File: config.mk
export PLATFORM = sky130hd
export DESIGN_NAME = line_edit_buffer
export DESIGN_NICKNAME = d
export VERILOG_FILES = /design/src/hdl/lec_pkg.sv /design/src/hdl/lec_cell.sv /design/src/hdl/line_edit_buffer.sv
export SDC_FILE = /design/constraint.sdc
export NUM_CORES = 2
export LEC_CHECK = 0
export BUFFER_PORTS_ARGS = -buffer_cell sky130_fd_sc_hd__buf_2
export CORE_MARGIN = 5
export CORE_UTILIZATION = 65
export CTS_BUF_LIST = sky130_fd_sc_hd__clkbuf_2 sky130_fd_sc_hd__clkbuf_4 sky130_fd_sc_hd__clkbuf_8
export DETAILED_ROUTE_END_ITERATION = 10
export GPL_TIMING_DRIVEN = 0
export PLACE_DENSITY = 0.82
export REMOVE_ABC_BUFFERS = 1
export SYNTH_ARGS = -nofsm -noshare
export SYNTH_HDL_FRONTEND = slang
export SYNTH_HIERARCHICAL = 1
export SYNTH_SLANG_ARGS = --single-unit
File: constraint.sdc
create_clock -name clk_i -period 23.5 [get_ports clk_i]
set_input_delay 1.175 -clock clk_i [delete_from_list [all_inputs] [get_ports clk_i]]
set_output_delay 1.175 -clock clk_i [all_outputs]
set_load 0.03 [all_outputs]
File: src/hdl/lec_pkg.sv
package lec_pkg;

  localparam int unsigned POS_W  = 6;
  localparam int unsigned CHAR_W = 8;

  localparam logic [CHAR_W-1:0] CHAR_MIN = 8'h20;

  typedef enum logic [2:0] {
    CMD_CHAR   = 3'd0,
    CMD_LEFT   = 3'd1,
    CMD_RIGHT  = 3'd2,
    CMD_TOGGLE = 3'd3,
    CMD_HOME   = 3'd4,
    CMD_END    = 3'd5,
    CMD_BKSP   = 3'd6,
    CMD_ENTER  = 3'd7
  } lec_cmd_e;

  typedef enum logic [2:0] {
    OP_HOLD,
    OP_INSERT,
    OP_REPLACE,
    OP_DELETE,
    OP_DRAIN
  } lec_op_e;

  typedef enum logic [0:0] {
    ST_IDLE,
    ST_DRAIN
  } lec_state_e;

  // broadcast from the controller to every cell of the row
  typedef struct packed {
    lec_op_e            op;
    logic [POS_W-1:0]   pos;
    logic [POS_W-1:0]   len;
    logic [CHAR_W-1:0]  ch;
  } lec_ctrl_t;

endpackage

File: src/hdl/lec_cell.sv
module lec_cell #(
  parameter int unsigned IDX = 0
) (
  input  logic                  clk_i,
  input  lec_pkg::lec_ctrl_t    ctrl_i,
  input  logic [7:0]            left_i,
  input  logic [7:0]            right_i,
  output logic [7:0]            char_o
);
  import lec_pkg::*;

  localparam logic [7:0] IdxC = 8'(IDX);

  logic [CHAR_W-1:0] char_q, char_d;
  logic [7:0]        pos_x, len_x;

  assign pos_x = {2'b00, ctrl_i.pos};
  assign len_x = {2'b00, ctrl_i.len};

  always_comb begin
    char_d = char_q;
    unique case (ctrl_i.op)
      OP_INSERT: begin
        if (IdxC == pos_x) begin
          char_d = ctrl_i.ch;
        end else if (IdxC > pos_x && IdxC <= len_x) begin
          char_d = left_i;
        end
      end
      OP_REPLACE: begin
        if (IdxC == pos_x) char_d = ctrl_i.ch;
      end
      // pos is the removed slot, len the new length
      OP_DELETE: begin
        if (IdxC >= pos_x && IdxC < len_x) char_d = right_i;
      end
      OP_DRAIN: char_d = right_i;
      default:  char_d = char_q;
    endcase
  end

  always_ff @(posedge clk_i) begin
    char_q <= char_d;
  end

  assign char_o = char_q;

endmodule

File: src/hdl/line_edit_buffer.sv
// Single-line keystroke editor. Each key beat on the slave side (tuser = command,
// tdata = character) produces exactly one status beat on the master side, marked
// with tlast, carrying cursor, length and mode after the key. Printable
// characters (0x20 and up) are inserted at the cursor (tail moves right, ignored
// when the line is at min(capacity, LINE_DEPTH)) or, in replace mode, overwrite
// the character under the cursor or append at the end. Backspace closes the gap.
// Enter first sends the stored line as character beats (tuser bit 0 set, cursor,
// length and mode reported as zero), then the status beat, and clears the line
// and the mode. The line lives in a row of LINE_DEPTH character cells; insert,
// backspace and each enter output step move the affected cells to their neighbors
// together, and replace writes one cell. An editing key's status beat is loaded
// into the output register on acceptance; on enter the row shifts one cell toward
// the output per character sent, waiting while the output is held. The next key
// is taken once the previous key's last beat is loaded and the output register is
// free or being read. Capacity, written via cfg_we_i / cfg_wdata_i, resets to 63.
module line_edit_buffer #(
  parameter int unsigned LINE_DEPTH = 64
) (
  input  logic                     clk_i,
  input  logic                     rst_ni,
  // configuration
  input  logic                     cfg_we_i,
  input  logic [5:0]               cfg_wdata_i,    // capacity
  // key beats
  input  logic                     s_axis_tvalid,
  output logic                     s_axis_tready,
  input  logic [7:0]               s_axis_tdata,   // [7:0] key_char
  input  logic [2:0]               s_axis_tuser,   // [2:0] cmd
  // status and character beats
  output logic                     m_axis_tvalid,
  input  logic                     m_axis_tready,
  output logic [23:0]              m_axis_tdata,   // [7:0] out_char, [13:8] cursor_pos,
                                                   // [19:14] line_len, [20] replace_on,
                                                   // [23:21] zero
  output logic [0:0]               m_axis_tuser,   // [0] is_char
  output logic                     m_axis_tlast
);
  import lec_pkg::*;

  // largest length the row can ever hold
  localparam int unsigned LimMax  = (LINE_DEPTH < 63) ? LINE_DEPTH : 63;
  localparam logic [POS_W-1:0] LimMaxC = POS_W'(LimMax);

  lec_state_e        state_q, state_d;
  logic [POS_W-1:0]  cnt_q, cnt_d;        // characters still to send on enter
  logic [POS_W-1:0]  cursor_q, cursor_d;
  logic [POS_W-1:0]  length_q, length_d;
  logic              replace_q, replace_d;
  logic [5:0]        cap_q;
  logic [POS_W-1:0]  lim;

  // output register
  logic              out_vld_q, out_vld_d;
  logic              out_isc_q, out_isc_d;
  logic [CHAR_W-1:0] out_char_q, out_char_d;
  logic [POS_W-1:0]  out_cur_q, out_cur_d;
  logic [POS_W-1:0]  out_len_q, out_len_d;
  logic              out_rep_q, out_rep_d;
  logic              out_last_q, out_last_d;

  logic              slot_free;
  logic              key_acc;
  lec_cmd_e          cmd;
  logic [CHAR_W-1:0] key_char;
  lec_ctrl_t         ctrl;

  logic [CHAR_W-1:0] chars [LINE_DEPTH];

  assign lim       = (cap_q < LimMaxC) ? cap_q : LimMaxC;
  assign slot_free = !out_vld_q || m_axis_tready;
  assign s_axis_tready = (state_q == ST_IDLE) && slot_free;
  assign key_acc   = s_axis_tvalid && s_axis_tready;
  assign cmd       = lec_cmd_e'(s_axis_tuser);
  assign key_char  = s_axis_tdata;

  // next state
  always_comb begin
    state_d = state_q;
    cnt_d   = cnt_q;
    unique case (state_q)
      ST_IDLE: begin
        if (key_acc && cmd == CMD_ENTER) begin
          state_d = ST_DRAIN;
          cnt_d   = length_q;
        end
      end
      ST_DRAIN: begin
        if (slot_free) begin
          if (cnt_q != '0) begin
            cnt_d = cnt_q - 1'b1;
          end else begin
            state_d = ST_IDLE;
          end
        end
      end
      default: state_d = ST_IDLE;
    endcase
  end

  // edit decisions, cell control and output beat
  always_comb begin
    cursor_d   = cursor_q;
    length_d   = length_q;
    replace_d  = replace_q;
    ctrl.op    = OP_HOLD;
    ctrl.pos   = cursor_q;
    ctrl.len   = length_q;
    ctrl.ch    = key_char;
    out_vld_d  = out_vld_q && !m_axis_tready;
    out_isc_d  = out_isc_q;
    out_char_d = out_char_q;
    out_cur_d  = out_cur_q;
    out_len_d  = out_len_q;
    out_rep_d  = out_rep_q;
    out_last_d = out_last_q;

    unique case (state_q)
      ST_IDLE: begin
        if (key_acc) begin
          unique case (cmd)
            CMD_CHAR: begin
              if (key_char >= CHAR_MIN) begin
                if (!replace_q) begin
                  if (length_q < lim) begin
                    ctrl.op  = OP_INSERT;
                    cursor_d = cursor_q + 1'b1;
                    length_d = length_q + 1'b1;
                  end
                end else if (cursor_q < length_q) begin
                  ctrl.op  = OP_REPLACE;
                  cursor_d = cursor_q + 1'b1;
                end else if (length_q < lim) begin
                  // append at the end of the line
                  ctrl.op  = OP_REPLACE;
                  cursor_d = cursor_q + 1'b1;
                  length_d = length_q + 1'b1;
                end
              end
            end
            CMD_LEFT:   if (cursor_q != '0) cursor_d = cursor_q - 1'b1;
            CMD_RIGHT:  if (cursor_q < length_q) cursor_d = cursor_q + 1'b1;
            CMD_TOGGLE: replace_d = !replace_q;
            CMD_HOME:   cursor_d = '0;
            CMD_END:    cursor_d = length_q;
            CMD_BKSP: begin
              if (length_q != '0 && cursor_q != '0) begin
                ctrl.op  = OP_DELETE;
                ctrl.pos = cursor_q - 1'b1;
                ctrl.len = length_q - 1'b1;
                cursor_d = cursor_q - 1'b1;
                length_d = length_q - 1'b1;
              end
            end
            CMD_ENTER: begin
              cursor_d  = '0;
              length_d  = '0;
              replace_d = 1'b0;
            end
            default: ;
          endcase

          // enter reports from the drain state instead
          if (cmd != CMD_ENTER) begin
            out_vld_d  = 1'b1;
            out_isc_d  = 1'b0;
            out_char_d = '0;
            out_cur_d  = cursor_d;
            out_len_d  = length_d;
            out_rep_d  = replace_d;
            out_last_d = 1'b1;
          end
        end
      end
      ST_DRAIN: begin
        if (slot_free) begin
          out_vld_d  = 1'b1;
          out_cur_d  = '0;
          out_len_d  = '0;
          out_rep_d  = 1'b0;
          if (cnt_q != '0) begin
            // head cell goes out, row moves one step toward it
            ctrl.op    = OP_DRAIN;
            out_isc_d  = 1'b1;
            out_char_d = chars[0];
            out_last_d = 1'b0;
          end else begin
            out_isc_d  = 1'b0;
            out_char_d = '0;
            out_last_d = 1'b1;
          end
        end
      end
      default: ;
    endcase
  end

  always_ff @(posedge clk_i or negedge rst_ni) begin
    if (!rst_ni) begin
      state_q   <= ST_IDLE;
      cnt_q     <= '0;
      cursor_q  <= '0;
      length_q  <= '0;
      replace_q <= 1'b0;
      cap_q     <= 6'd63;
      out_vld_q <= 1'b0;
    end else begin
      state_q   <= state_d;
      cnt_q     <= cnt_d;
      cursor_q  <= cursor_d;
      length_q  <= length_d;
      replace_q <= replace_d;
      out_vld_q <= out_vld_d;
      if (cfg_we_i) cap_q <= cfg_wdata_i;
    end
  end

  always_ff @(posedge clk_i) begin
    out_isc_q  <= out_isc_d;
    out_char_q <= out_char_d;
    out_cur_q  <= out_cur_d;
    out_len_q  <= out_len_d;
    out_rep_q  <= out_rep_d;
    out_last_q <= out_last_d;
  end

  // row of character cells
  for (genvar g = 0; g < LINE_DEPTH; g++) begin : g_row
    logic [CHAR_W-1:0] left_c, right_c;
    if (g == 0) begin : g_head
      assign left_c = '0;
    end else begin : g_mid_l
      assign left_c = chars[g-1];
    end
    if (g == LINE_DEPTH - 1) begin : g_tail
      assign right_c = '0;
    end else begin : g_mid_r
      assign right_c = chars[g+1];
    end
    lec_cell #(
      .IDX (g)
    ) u_cell (
      .clk_i   (clk_i),
      .ctrl_i  (ctrl),
      .left_i  (left_c),
      .right_i (right_c),
      .char_o  (chars[g])
    );
  end

  assign m_axis_tvalid = out_vld_q;
  assign m_axis_tdata  = {3'b000, out_rep_q, out_len_q, out_cur_q, out_char_q};
  assign m_axis_tuser  = out_isc_q;
  assign m_axis_tlast  = out_last_q;

`ifndef SYNTH
  // cursor never runs past the end of the line
  a_cursor_in_line: assert property (@(posedge clk_i) disable iff (!rst_ni)
    cursor_q <= length_q)
    else $error("cursor beyond line length");

  // the line never outgrows the cell row
  a_length_fits: assert property (@(posedge clk_i) disable iff (!rst_ni)
    length_q <= LimMaxC)
    else $error("line longer than the cell row");

  // while sending a line the edit state is already cleared
  a_drain_cleared: assert property (@(posedge clk_i) disable iff (!rst_ni)
    (state_q == ST_DRAIN) |-> (cursor_q == '0 && length_q == '0 && !replace_q))
    else $error("edit state not cleared during enter");

  // enter leads to the drain with the old length as the count
  a_enter_count: assert property (@(posedge clk_i) disable iff (!rst_ni)
    (key_acc && cmd == CMD_ENTER) |=> (state_q == ST_DRAIN && cnt_q == $past(length_q)))
    else $error("enter did not start the line output");

  // character beats never carry tlast
  a_char_not_last: assert property (@(posedge clk_i) disable iff (!rst_ni)
    (out_vld_q && out_isc_q) |-> !out_last_q)
    else $error("character beat marked last");
`endif

endmodule
[Yosys cells after proc, flatten, opt, wreduce, memory -nomap -nowiden]
Index checks and enable logic that the tools add are counted.
Operators by class
  add/subtract/negate cells: 5
  multiply operators: 0
  divide/modulo/power cells: 0
  $lt $le $gt $ge: 260
  equality and inequality tests: 272
  shifts and indexed selects: 0
  muxes and demuxes: 386
  bitwise gates (word level): 1
  reductions and logical operators: 211
Operators with widths (count)
  2-to-1 mux 8 bit: 260
  one-hot mux 8 bit (4 select lines): 64
  != test 2 x 1 -> 1 bit, second input constant: 132
  AND reduction 4 bit: 64
  == test 6 bit, first input constant: 32
  >= comparator 6 bit, first input constant: 32
  greater-than comparator 6 bit, first input constant: 32
  <= comparator 6 bit, first input constant: 32
  less-than comparator 6 bit, first input constant: 32
  != test 3 x 1 -> 1 bit, second input constant: 64
  logical AND 1 bit: 133
  2-to-1 mux 6 bit: 21
  == test 5 x 6 -> 1 bit, first input constant: 16
  >= comparator 5 x 6 -> 1 bit, first input constant: 16
  greater-than comparator 5 x 6 -> 1 bit, first input constant: 16
  <= comparator 5 x 6 -> 1 bit, first input constant: 16
  less-than comparator 5 x 6 -> 1 bit, first input constant: 16
  == test 4 x 6 -> 1 bit, first input constant: 8
  >= comparator 4 x 6 -> 1 bit, first input constant: 8
  greater-than comparator 4 x 6 -> 1 bit, first input constant: 8
  <= comparator 4 x 6 -> 1 bit, first input constant: 8
  less-than comparator 4 x 6 -> 1 bit, first input constant: 8
  one-hot mux 6 bit (2 select lines): 3
  one-hot mux 6 bit (6 select lines): 1
  45 further kinds: 113
Storage, ports and cells
  flip-flop bits (word level): 562
  bits in latches: 0
  bits in writable memories: 0
  bits in read-only memories: 0
  input bits: 22
  output and inout port bits: 28
  memories kept: 0

[Longest topological paths before layout]
  word-level depth: 15
  mapped depth: 14

[Least setup slack after synthesis]
No wires, ideal clock.
  path kind: in2reg
  start point: input port s_axis_tuser[1]
  end point: register g_row[13].u_cell.char_q[0] (enable)
  library setup time: 0.357 ns
  arrival: 16.595 ns
  required time: 23.143 ns
  setup slack: 6.548 ns
  cell stages on the path: 9
  buffers on the path: 1
  cells stage by stage: or3_1 > nor2b_1 > clkbuf_1 > o211ai_1 > a21oi_1 > clkinv_1 > a21o_1 > a311oi_1 > o21ai_0
RTL lines
  from (decl): line line_edit_buffer.sv:28  | input logic [2:0] s_axis_tuser,
  to (signal assigned): line lec_cell.sv:43  | char_q <= char_d;
  to (decl): line lec_cell.sv:14  | logic [CHAR_W-1:0] char_q, char_d;

==> run summary <==
The run finished with clean final reports. In this run the power spent charging and discharging nets is 2.95 mW. The mean area per synthesized cell is 9.99 um^2, and the proportion of synthesized flip-flops having asynchronous set or reset is 4.80%.

In this run the clock root is driven by a sky130_fd_sc_hd__clkbuf_8. In this run, CTS created clock tree buffers numbering 99. The class of the worst hold path was in -> async. Along the worst path, the maximum fanout reaches 38. After synthesis the netlist holds a flip-flop and latch count of 562. Data arrival time of the worst path: 7.04 ns.

Combinational logic is responsible for 50.9% of the overall power. The internal power of the cells totals 3.94 mW. After legalization and detailed placement, the total HPWL measured 96,800 um. Global routing used 34.8% of the available tracks. Yosys printed 6 warnings. From bottom edge to top edge, the die measures 279 um. The number of gates resized after CTS was 0. TritonCTS built the clock tree.

The floorplan step defined a die boundary enclosing 77,700 um^2. The final count of pins violating max slew is 0. The critical path startpoint category was a register.

The tool flagged a number of max-cap violations equal to 0. In this run the biggest area consumer among cell types represents 34.2% of the synthesized area. After floorplanning, the core was divided into 98 placement rows. The length in cells of the worst reg-to-reg path was 15; the total via count after detailed routing was 43,500. The most used flip-flop cell after synthesis is sky130_fd_sc_hd__edfxtp_1. The final-report hold violation count is 0. The cell count after synthesis came out at 4,697. The first detailed-routing pass took 9 iterations. The cell area power density works out to 134 nW/um^2.

Clock skew on the completed layout was measured at 0.0304 ns. Relative to the synthesized area, the layout overhead comes to 9.67%. The run gives 13.3% as the clock network fraction of total power.

The setup check on the worst reg-to-reg path leaves a slack of 16.77 ns. The number of antenna violations at the first check in global routing is 0, and the synthesized cell area is 46,900 um^2. The post-synthesis adder-cell area fraction is 0.480%, and the number of design-rule violations left by the first detailed-router iteration is 5,946. Sequential cells were found to cover 35.7% of the synthesized design area. The logs give 71,600 um^2 for the area of the core and 65.5% for the initial core utilization. The fraction of final layout cells sized beyond drive strength 1 came out at 18.7%. The H-tree was split into 3 levels. The overall overflow remaining after global route was 0; the leakage power of the design was 17.7 nW. For the worst-skew pair, the clock arrives at the later sink with an insertion delay of 0.73 ns. The tools report the setup-violating endpoint count in the final report as 0. For this run, the top clock speed supported by timing is 149 MHz. Sequential cells account for 35.8% of the total power.

Setup repair after global routing left no endpoint under its margin. After detailed routing, the total wire length is 143,000 um. By area the synthesized netlist is led by sky130_fd_sc_hd__edfxtp_1 34%, sky130_fd_sc_hd__mux2i_1 4.8%, sky130_fd_sc_hd__a221o_1 4.3%. The required time of the critical path was 23.81 ns; the slack of the critical path was 16.77 ns. The logs give 0 for the count of antenna diodes in the layout and 562 for the clock sink total.

Post-CTS timing repair inserted 0 buffers for setup. Measured along the x axis, the die boundary spans 279 um. For the worst slack at placement, the log shows 16.71 ns. During I/O placement, the number of pins put on the boundary was 50. In the routed design, unresolved DRC markers number 0. The average wire length per cell after detail routing works out to 24.7 um. The number of flops mapped to enable cells by yosys came out at 535. The count of nets left with antenna violations once routing finished came out at 0.

After detailed routing, the number of vias per cell comes to 7.51. The layout net count is 4,805. For the total of hold buffers inserted after clock tree synthesis, the log shows 0.

The main combinational cell family by area after synthesis is compound AO/OA/AOI/OAI gates. Tightest slew margin relative to the limit: 6.21%. In the synthesized netlist, mux cells make up 6.96% of the area. For this design, the slowest cell found on the critical path is sky130_fd_sc_hd__a211oi_1.

The slew of the pin with the lowest slew margin is 1.38 ns, and the worst voltage drop across the vdd grid is 95.1 uV. For the final weighted congestion in routability-driven placement, the log shows 0.899. Clock-pin slew was measured on the worst setup and hold paths at 0.07 ns. For the buffer depth of the longest clock path, the log shows 3. The synthesized-area fraction occupied by ao, oa, aoi and oai cells was 28.9%. The signal on the critical path passes through clkinv_1 -> ha_1 -> nor2b_1 -> a22oi_1 -> nand2_1 -> a21oi_4 -> buf_12 -> buf_16 -> buf_12 -> buf_12 -> buf_12 -> nor2_1 -> nor3_1 -> a311oi_1 -> a211oi_1. Final total power: 6.90 mW. The number of port buffers works out to 46. After synthesis, the netlist uses 161 different library cells. For the filler cell count in the final layout, the log shows 5,014. For the pin count of the biggest net entering global routing, the log shows 72. The worst path uses 28.6% of the clock period. The fraction of the mapped netlist area in simple logic gates was 22.4%. Net switching share of the total power: 42.9%. The via count of the first global-routing pass was 41,900. The synthesized design spends more area on one cell type than any other, namely sky130_fd_sc_hd__edfxtp_1.

The endpoint identified for the worst register-to-register timing path is g_row[59].u_cell/char_o[5]. The biggest cell delay along the critical path was 1.06 ns. The cell seen most often among critical-path stages is sky130_fd_sc_hd__buf_12.

Xor-xnor portion of the synthesized cell area: 0.635%. The kind of capture point of the worst setup path is a register. The first global-routing pass estimated 226,000 um of wire. Reg-to-reg startpoint: length_q[0]. By startpoint and endpoint, the worst setup path is classified as reg -> reg. The final critical-path required period was 6.73 ns.
through the flow:
step,hold slack [ns],utilization [%],setup TNS (ns),instance area [um^2],std cells
after floorplan,0.474,-,-8563.43,45200,4466
after global placement,0.495,65.1,-,46600,5462
after detailed placement,0.497,69.2,0,49500,5613
after CTS,0.448,71.9,0,51500,5792
after global routing,0.497,71.9,0,51500,5793
final,0.488,71.9,0,51500,5793
worst max-delay path by stage:
stage | from | end | cells past startpoint
after floorplan | s_axis_tuser[1] | g_row[19].u_cell/char_o[0] | 5
after global placement | s_axis_tdata[5] | g_row[48].u_cell/char_o[2] | 6
after detailed placement | s_axis_tdata[5] | g_row[59].u_cell/char_o[4] | 15
after CTS | length_q[0] | g_row[59].u_cell/char_o[3] | 15
after global routing | length_q[0] | g_row[59].u_cell/char_o[4] | 15
final | length_q[0] | g_row[59].u_cell/char_o[5] | 15
cell families after synthesis:
kind of cell               Yosys count
adders and majority gates           18
and+or+nand+nor                   1662
AOI/OAI and AO/OA                 1726
buffers and inverters              379
muxes                              315
DFF                                562
other                                1
xor gates and xnor gates            34
registers in the layout, indices dropped and copies added (netlist names), 6 cells and up:
register             flops
g_row.u_cell/char_o    512
out_char_q               8
cap_q                    6
cnt_q                    6
cursor_q                 6
length_q                 6
out_cur_q                6
out_len_q                6
cells in the mapped netlist (34+ instances only):
cell type	n
sky130_fd_sc_hd__and2_1	205
sky130_fd_sc_hd__a21oi_1	201
sky130_fd_sc_hd__nand4_1	52
sky130_fd_sc_hd__a22o_1	48
sky130_fd_sc_hd__o211a_1	47
sky130_fd_sc_hd__a31oi_1	109
sky130_fd_sc_hd__a221o_1	202
sky130_fd_sc_hd__nor3_1	86
sky130_fd_sc_hd__mux2i_1	224
sky130_fd_sc_hd__edfxtp_1	535
sky130_fd_sc_hd__nand2_1	228
sky130_fd_sc_hd__nor2b_1	45
sky130_fd_sc_hd__nor2_1	285
sky130_fd_sc_hd__nand2b_1	79
sky130_fd_sc_hd__and3_1	34
sky130_fd_sc_hd__o211ai_1	62
sky130_fd_sc_hd__a211oi_1	58
sky130_fd_sc_hd__o21ai_1	36
sky130_fd_sc_hd__buf_6	71
sky130_fd_sc_hd__nand3b_1	38
sky130_fd_sc_hd__o21ai_0	238
sky130_fd_sc_hd__nand3_1	136
sky130_fd_sc_hd__mux2_2	91
sky130_fd_sc_hd__buf_2	68
sky130_fd_sc_hd__a311oi_1	48
sky130_fd_sc_hd__clkbuf_1	71
sky130_fd_sc_hd__o22ai_1	112
sky130_fd_sc_hd__a21o_1	48
sky130_fd_sc_hd__a31o_2	39
sky130_fd_sc_hd__inv_1	117
cells in the final DEF, fill, tap and decap left out, types with 33 or more instances in the layout:
cell type and n:
sky130_fd_sc_hd__a31o_2 39, sky130_fd_sc_hd__nand3b_1 38, sky130_fd_sc_hd__a311oi_1 48, sky130_fd_sc_hd__nand4_1 52
sky130_fd_sc_hd__o21ai_0 236, sky130_fd_sc_hd__mux2_2 91, sky130_fd_sc_hd__nor2_1 284, sky130_fd_sc_hd__nand2b_1 79
sky130_fd_sc_hd__buf_12 47, sky130_fd_sc_hd__a21oi_1 198, sky130_fd_sc_hd__edfxtp_1 535, sky130_fd_sc_hd__inv_1 117
sky130_fd_sc_hd__nand2_1 228, sky130_fd_sc_hd__nor2b_1 45, sky130_fd_sc_hd__nand3_1 136, sky130_fd_sc_hd__a211oi_1 58
sky130_fd_sc_hd__nor3_1 86, sky130_fd_sc_hd__a22o_1 48, sky130_fd_sc_hd__o211ai_1 62, sky130_fd_sc_hd__buf_8 56
sky130_fd_sc_hd__clkbuf_8 100, sky130_fd_sc_hd__a21o_1 48, sky130_fd_sc_hd__clkbuf_4 33, sky130_fd_sc_hd__buf_2 43
sky130_fd_sc_hd__a31oi_1 109, sky130_fd_sc_hd__mux2i_1 224, sky130_fd_sc_hd__a221o_1 202, sky130_fd_sc_hd__and3_1 34
sky130_fd_sc_hd__o211a_1 47, sky130_fd_sc_hd__o22ai_1 112, sky130_fd_sc_hd__o21ai_1 36, sky130_fd_sc_hd__and2_1 205
layout make-up:
type	count	area (um^2)	area share, %
flip-flops and latches	562	16700	32.5
repair buffers	198	3000	5.84
clock inverters	46	295	0.574
well taps	950	1190	2.31
clock buffers	133	1620	3.16
inverters	122	458	0.890
multi-input cells	3782	28200	54.7
critical path, delay by kind of cell (launching register included):
family	cells	cell delay [ns]
AND/OR/NAND/NOR	4	1.07
AO/OA/AOI/OAI	4	2.83
flip-flops	1	0.50
buffers and inverters	6	1.52
adder cells (fa/ha/maj)	1	0.30
per-layer routing:
metal | vias up | part of all wire (%) | track usage (%) | routed length [um]
li1 | 19200 | - | - | -
met1 | 20900 | 39 | 46.6 | 55600
met2 | 2864 | 47 | 56.6 | 67000
met3 | 553 | 10 | 5.79 | 14400
met4 | 0 | 4.2 | 14.4 | 6020
met5 | - | 0 | 0 | 0
power groups by stage:
stage | logic [mW] | registers (mW) | clock network (mW)
final | 3.51 | 2.47 | 0.919
after global routing | 3.75 | 2.50 | 0.973
after CTS | 3.41 | 2.45 | 0.924
after detailed placement | 3.39 | 2.46 | 0
after global placement | 3.83 | 2.49 | 0
after floorplan | 2.95 | 2.24 | 0
No activity file was read; power rests on OpenSTA's default activity.
